<file path="config.mk">
export PLATFORM = sky130hd
export DESIGN_NAME = enfe_ctrl
export DESIGN_NICKNAME = d
export VERILOG_FILES = /design/src/hw/rtl/enfe_pkg.sv /design/src/hw/rtl/enfe_ctrl.sv
export SDC_FILE = /design/constraint.sdc
export NUM_CORES = 1
export LEC_CHECK = 0
export BUFFER_PORTS_ARGS = -buffer_cell sky130_fd_sc_hd__buf_2
export CORE_AREA = 2 2 39 41
export DETAILED_ROUTE_END_ITERATION = 7
export DIE_AREA = 0 0 41 43
export PLACE_DENSITY = 0.45
export SYNTH_ARGS = -nofsm -noshare
export SYNTH_HDL_FRONTEND = slang
export SYNTH_SLANG_ARGS = --single-unit
</file>
<file path="constraint.sdc">
create_clock -name i_clk -period 2.4 [get_ports i_clk]
set_input_delay 0.36 -clock i_clk [delete_from_list [all_inputs] [get_ports i_clk]]
set_output_delay 0.36 -clock i_clk [all_outputs]
set_load 0.01 [all_outputs]
</file>
<file path="src/hw/rtl/enfe_pkg.sv">
// Shared constants, widths and controller/datapath handshake types for the noise-floor estimator.
`default_nettype none

package enfe_pkg;

    // Default ring depths
    localparam int LONG_DEPTH_DEF  = 200;
    localparam int SHORT_DEPTH_DEF = 50;

    // Field widths
    localparam int SAMPLE_W = 18;
    localparam int NP_W     = 17;
    localparam int CLEAN_W  = 20;

    // Fixed-point constants (Q16 unless noted)
    localparam logic [17:0] ONE_Q16   = 18'd65536;     // 1.0
    localparam logic [17:0] AVG_RESET = 18'd3277;      // 0.05
    localparam logic [13:0] W_Q20     = 14'd4194;      // 0.004 in Q20
    localparam logic [14:0] NP_Q16    = 15'd19661;     // 0.3
    localparam logic [16:0] NP_MIN    = 17'd328;       // 0.005
    localparam logic [17:0] K24_Q16   = 18'd157286;    // 2.4
    localparam logic [27:0] OFS_Q32   = 28'd214748365; // 0.05 in Q32
    localparam logic [16:0] G11_Q16   = 17'd72090;     // 1.1

    // Commands from the controller to the datapath
    typedef struct packed {
        logic accept;   // take a sample, advance rings, write slots
        logic scan;     // issue one ring read
        logic upd;      // form the average correction product
        logic avg;      // apply the correction
        logic mula;     // noise-power and offset products
        logic sub;      // noise-power rounding and zero-mean difference
        logic mulb;     // gain partial products
        logic fin;      // round and saturate the clean signal
        logic load_out; // move the result into the output register
    } t_dp_cmd;

    // Status from the datapath to the controller
    typedef struct packed {
        logic scan_last; // current read is the last one of the scan
        logic out_free;  // output register can take a result this cycle
    } t_dp_stat;

endpackage

`default_nettype wire

</file>
<file path="src/hw/rtl/enfe_ctrl.sv">
// Controller state machine that sequences one sample through scan and arithmetic steps.
`default_nettype none

module enfe_ctrl (
    input  wire logic               i_clk,
    input  wire logic               i_rst_n,
    input  wire logic               i_in_valid,
    output logic                    o_in_ready,
    input  wire enfe_pkg::t_dp_stat i_stat,
    output enfe_pkg::t_dp_cmd       o_cmd
);

    localparam logic [3:0] S_IDLE  = 4'd0;
    localparam logic [3:0] S_SCAN  = 4'd1;
    localparam logic [3:0] S_FLUSH = 4'd2;
    localparam logic [3:0] S_UPD   = 4'd3;
    localparam logic [3:0] S_AVG   = 4'd4;
    localparam logic [3:0] S_MULA  = 4'd5;
    localparam logic [3:0] S_SUB   = 4'd6;
    localparam logic [3:0] S_MULB  = 4'd7;
    localparam logic [3:0] S_FIN   = 4'd8;
    localparam logic [3:0] S_OUT   = 4'd9;

    logic [3:0] r_state;
    logic [3:0] n_state;

    // State register
    always_ff @(posedge i_clk) begin
        if (!i_rst_n) begin
            r_state <= S_IDLE;
        end else begin
            r_state <= n_state;
        end
    end

    assign o_in_ready = (r_state == S_IDLE);

    // Next state and command decode
    always_comb begin
        n_state = r_state;
        o_cmd   = '0;
        case (r_state)
            S_IDLE: begin
                if (i_in_valid) begin
                    o_cmd.accept = 1'b1;
                    n_state      = S_SCAN;
                end
            end
            S_SCAN: begin
                o_cmd.scan = 1'b1;
                if (i_stat.scan_last) begin
                    n_state = S_FLUSH;
                end
            end
            S_FLUSH: begin
                n_state = S_UPD;
            end
            S_UPD: begin
                o_cmd.upd = 1'b1;
                n_state   = S_AVG;
            end
            S_AVG: begin
                o_cmd.avg = 1'b1;
                n_state   = S_MULA;
            end
            S_MULA: begin
                o_cmd.mula = 1'b1;
                n_state    = S_SUB;
            end
            S_SUB: begin
                o_cmd.sub = 1'b1;
                n_state   = S_MULB;
            end
            S_MULB: begin
                o_cmd.mulb = 1'b1;
                n_state    = S_FIN;
            end
            S_FIN: begin
                o_cmd.fin = 1'b1;
                n_state   = S_OUT;
            end
            S_OUT: begin
                if (i_stat.out_free) begin
                    o_cmd.load_out = 1'b1;
                    n_state        = S_IDLE;
                end
            end
            default: begin
                n_state = S_IDLE;
            end
        endcase
    end

endmodule

`default_nettype wire

</file>
# Word-level counts from Yosys, hierarchy flattened
# Cells that the tools add are included.
# totals
reg_bits	4
input_bits	5
# op_classes
eq_ne	12
n_reduce_logical	2
n_mux	15
# op_table
cell	n
one-hot mux 4 bit (10 select lines)	1
== test 4 x 3 -> 1 bit, second input constant	4
two-way mux 4 bit	3
two-way mux 1 bit	11
== test 4 x 2 -> 1 bit, second input constant	2
== test 4 bit, second input constant	2
!= test 2 bit, second input constant	3
== test 4 x 1 -> 1 bit, second input constant	1
zero test 4 bit	1
AND reduction 3 bit	1

# Depth between registers and ports, before layout
# logic_depth
depth_word	3
depth_mapped	4
mapped_depth_nobuf	3

# Worst setup path after synthesis
# OpenSTA, ideal clock, no wires.
# synth_path
path_type	reg2out
start	register r_state[1]
end	output port o_cmd[8] (netlist bit)
arrival_time_ns	1.162
setup_slack_ns	0.878
path_stages_with_launch	4
path_cell_list	dfxtp_1 buf_2 nor4_1 and2_1
# synth_rtl
item	line_no	source
start, declared	enfe_ctrl.sv:24	logic [3:0] r_state;
start signal, assigned	enfe_ctrl.sv:32	r_state <= n_state;
end, declared	enfe_ctrl.sv:10	output enfe_pkg::t_dp_cmd o_cmd

==> flow_metrics.env <==
export IMPL_finalWirelength_um=681
export IMPL_grt_antenna_before_repair=0
export IMPL_vias=284
export IMPL_rsz0062_at_grt="false"
export IMPL_placed_cell_area_um2=360.3
export IMPL_cp_arrival_ns=1.27
export IMPL_overflow=0
export IMPL_portBuffers=14
export IMPL_drt_initial_drc_count=4
export IMPL_worstHoldStart="i_rst_n"
export IMPL_critPathMaxFanout=8
export IMPL_nets=56
export IMPL_top_regs="r_state x4"
export IMPL_vias_per_cell=4.369
export IMPL_yosysWarnings=0
export IMPL_cts_max_path_buffers=2
export IMPL_clock_latency_ns=0.23
export IMPL_drv_cap=0
export IMPL_synth_ff_latch_count=4
export IMPL_dp_cells=62
export IMPL_post_place_ws_ns=0.9895
export IMPL_grt_max_degree=11
export IMPL_post_drt_wl_per_cell_um=10.48
export IMPL_root_buffer="clkbuf_4"
export IMPL_numCtsBuffers=3
export IMPL_ir_drop_mv=0.2293
export IMPL_final_cells=65
export IMPL_worstHoldPathType="input pin to flop"
export IMPL_regToRegEndpoint="r_state[0]"
export IMPL_largest_register="r_state"
export IMPL_finalSetupViolCount=0
export IMPL_start_util=0.2061
export IMPL_avgSynthCellArea_um2=8.151
export IMPL_nFillCells=157
export IMPL_syn_area_um2=285.3
export IMPL_die_area_um2=1763
export IMPL_rows=14
export IMPL_status="completed"
export IMPL_finalHoldViolations=0
export IMPL_whs_path_depth=2
export IMPL_gp_congestion=0.6874
export IMPL_core_region_area_um2=1384
export IMPL_min_to="r_state[3]"
export IMPL_crit_type="flop to output port"
export IMPL_cts_tree="yes"
export IMPL_hold_buffers=0
export IMPL_relSlewSlack=0.7556
export IMPL_dieWidth_um=41
export IMPL_htree_levels=1
export IMPL_fin_crit_sh=0.6775
export IMPL_first_pass_iters=4
export IMPL_ios=15
export IMPL_setup_tns_ns=0
export IMPL_ff2ff_path_depth=3
export IMPL_grt_pass1_vias=245
export IMPL_fmax_ghz=0.6150
export IMPL_post_dp_hpwl_um=516.9
export IMPL_syn_inst=35
export IMPL_die_y_um=43
export IMPL_maxSlewViolCount=0
export IMPL_p_switching_mw=0.06389
export IMPL_drc=0
export IMPL_drive_gt1_frac=0.3878
export IMPL_antenna_cells=0
export IMPL_r2r_start="r_state[0]"
export IMPL_p_seq_frac=0.388
export IMPL_skew_ns=0.006164
export IMPL_post_cts_resized=0
export IMPL_ant_nets=0
export IMPL_cts_clk_slew_worst_paths_ns=0.04
export IMPL_cts_setup_buffers=0
export IMPL_power_per_cell_area_nw_per_um2=567.0
export IMPL_power_frac_clock=0.378
export IMPL_power_frac_comb=0.234
export IMPL_ys_seq_area_frac=0.2807
export IMPL_reg2reg_slack_ns=1.18
export IMPL_fin_crit_ns=1.626
export IMPL_cts_sinks=4
export IMPL_power_leakage_nw=0.1681
export IMPL_worstPathRequired_ns=2.04
export IMPL_final_cell_area_um2=382.9
export IMPL_largest_reg_flops=4
export IMPL_ys_types=15
export IMPL_grt_pass1_wl_um=979
export IMPL_crit_path_end_kind="output port"
export IMPL_swShare=0.2943
export IMPL_p_int_mw=0.1532
export IMPL_fin_ws_ns=0.7740
export IMPL_tightest_slew_ns=0.3660
export IMPL_area_growth_pct=34.21
export IMPL_synthesis_nets=40
export IMPL_cp_start_kind="flop"
export IMPL_grtUsageTotal=0.08626
worst max path at each step:
stage | to | slack (ns) | start | cells past startpoint
2_1_floorplan | o_cmd[8] | 0.88 | r_state[1] | 3
3_3_place_gp | o_cmd[8] | 0.99 | r_state[0] | 3
3_5_place_dp | o_cmd[8] | 0.99 | r_state[0] | 3
4_1_cts | o_cmd[8] | 0.73 | r_state[0] | 3
5_1_grt | o_cmd[8] | 0.63 | r_state[0] | 3
6_report | o_cmd[8] | 0.77 | r_state[0] | 3
through the flow:
stage | total power [mW] | hold WS, ns | utilization
floorplan | 0.1181 | 0.4777 | -
global placement | 0.1365 | 0.6040 | 0.2604
detailed placement | 0.1369 | 0.5979 | 0.2604
CTS | 0.2219 | 0.3584 | 0.2767
global route | 0.2309 | 0.3796 | 0.2767
finish | 0.2171 | 0.3617 | 0.2767
cell usage after synthesis:
library cell	instances	area, um2
nor3_1	6	30.03
dfxtp_1	4	80.08
nand2b_1	4	25.02
nor2_1	4	15.01
buf_2	3	15.01
o21a_1	3	22.52
a211oi_1	2	15.01
nor4_1	2	12.51
a2111oi_4	1	27.53
and2_1	1	6.260
inv_1	1	3.750
nand2_1	1	3.750
nand2b_4	1	13.76
nor2b_1	1	6.260
xor2_1	1	8.760
logic make-up after synthesis:
logic type,after synthesis,synth area share
AND/OR/NAND/NOR,20,0.3947
XOR/XNOR,1,0.03071
AO/OA/AOI/OAI,6,0.2281
buffers and inverters,4,0.06576
flip-flops,4,0.2807
worst max-delay path: stages, from the launching register on:
cell     delay (ns)
dfxtp_1        0.39
nor4_1         0.36
and2_1         0.16
buf_2          0.12
power by group through the flow:
stage,registers (mW),logic [mW],clock network (mW)
finish,0.0843,0.0508,0.0820
global route,0.0854,0.0567,0.0888
CTS,0.0844,0.0516,0.0858
detailed placement,0.0856,0.0513,0
global placement,0.0852,0.0513,0
floorplan,0.0771,0.0410,0
layout make-up:
| type | instances | area, um2 | share of cell area |
|---|---|---|---|
| multi-input cells | 27 | 186.4 | 0.4869 |
| inverters | 1 | 3.754 | 0.009804 |
| repair buffers | 14 | 70.07 | 0.1830 |
| clock buffers | 3 | 22.52 | 0.05882 |
| flip-flops and latches | 4 | 80.08 | 0.2092 |
| well taps | 16 | 20.02 | 0.05229 |
cell usage in the layout, fill, tap and decap left out:
master,netlist,layout
a2111oi_4,1,1
nand2b_1,4,4
dfxtp_1,4,4
o21a_1,3,3
xor2_1,1,1
nor2_1,4,4
nand2b_4,1,1
buf_2,3,14
a211oi_1,2,2
and2_1,1,1
nor3_1,6,6
nand2_1,1,1
nor4_1,2,2
inv_1,1,1
clkbuf_4,0,3
nor2b_1,1,1
routing by layer:
layer,routed length (um),share of wire,GRT usage,vias to the layer above
met5,0,0,0,-
met4,0,0,0.04000,0
met3,34,0.050,0.04712,0
met2,312,0.46,0.1156,10
met1,334,0.49,0.1090,120
li1,-,-,-,154
Power figures use the tool's default switching activity.
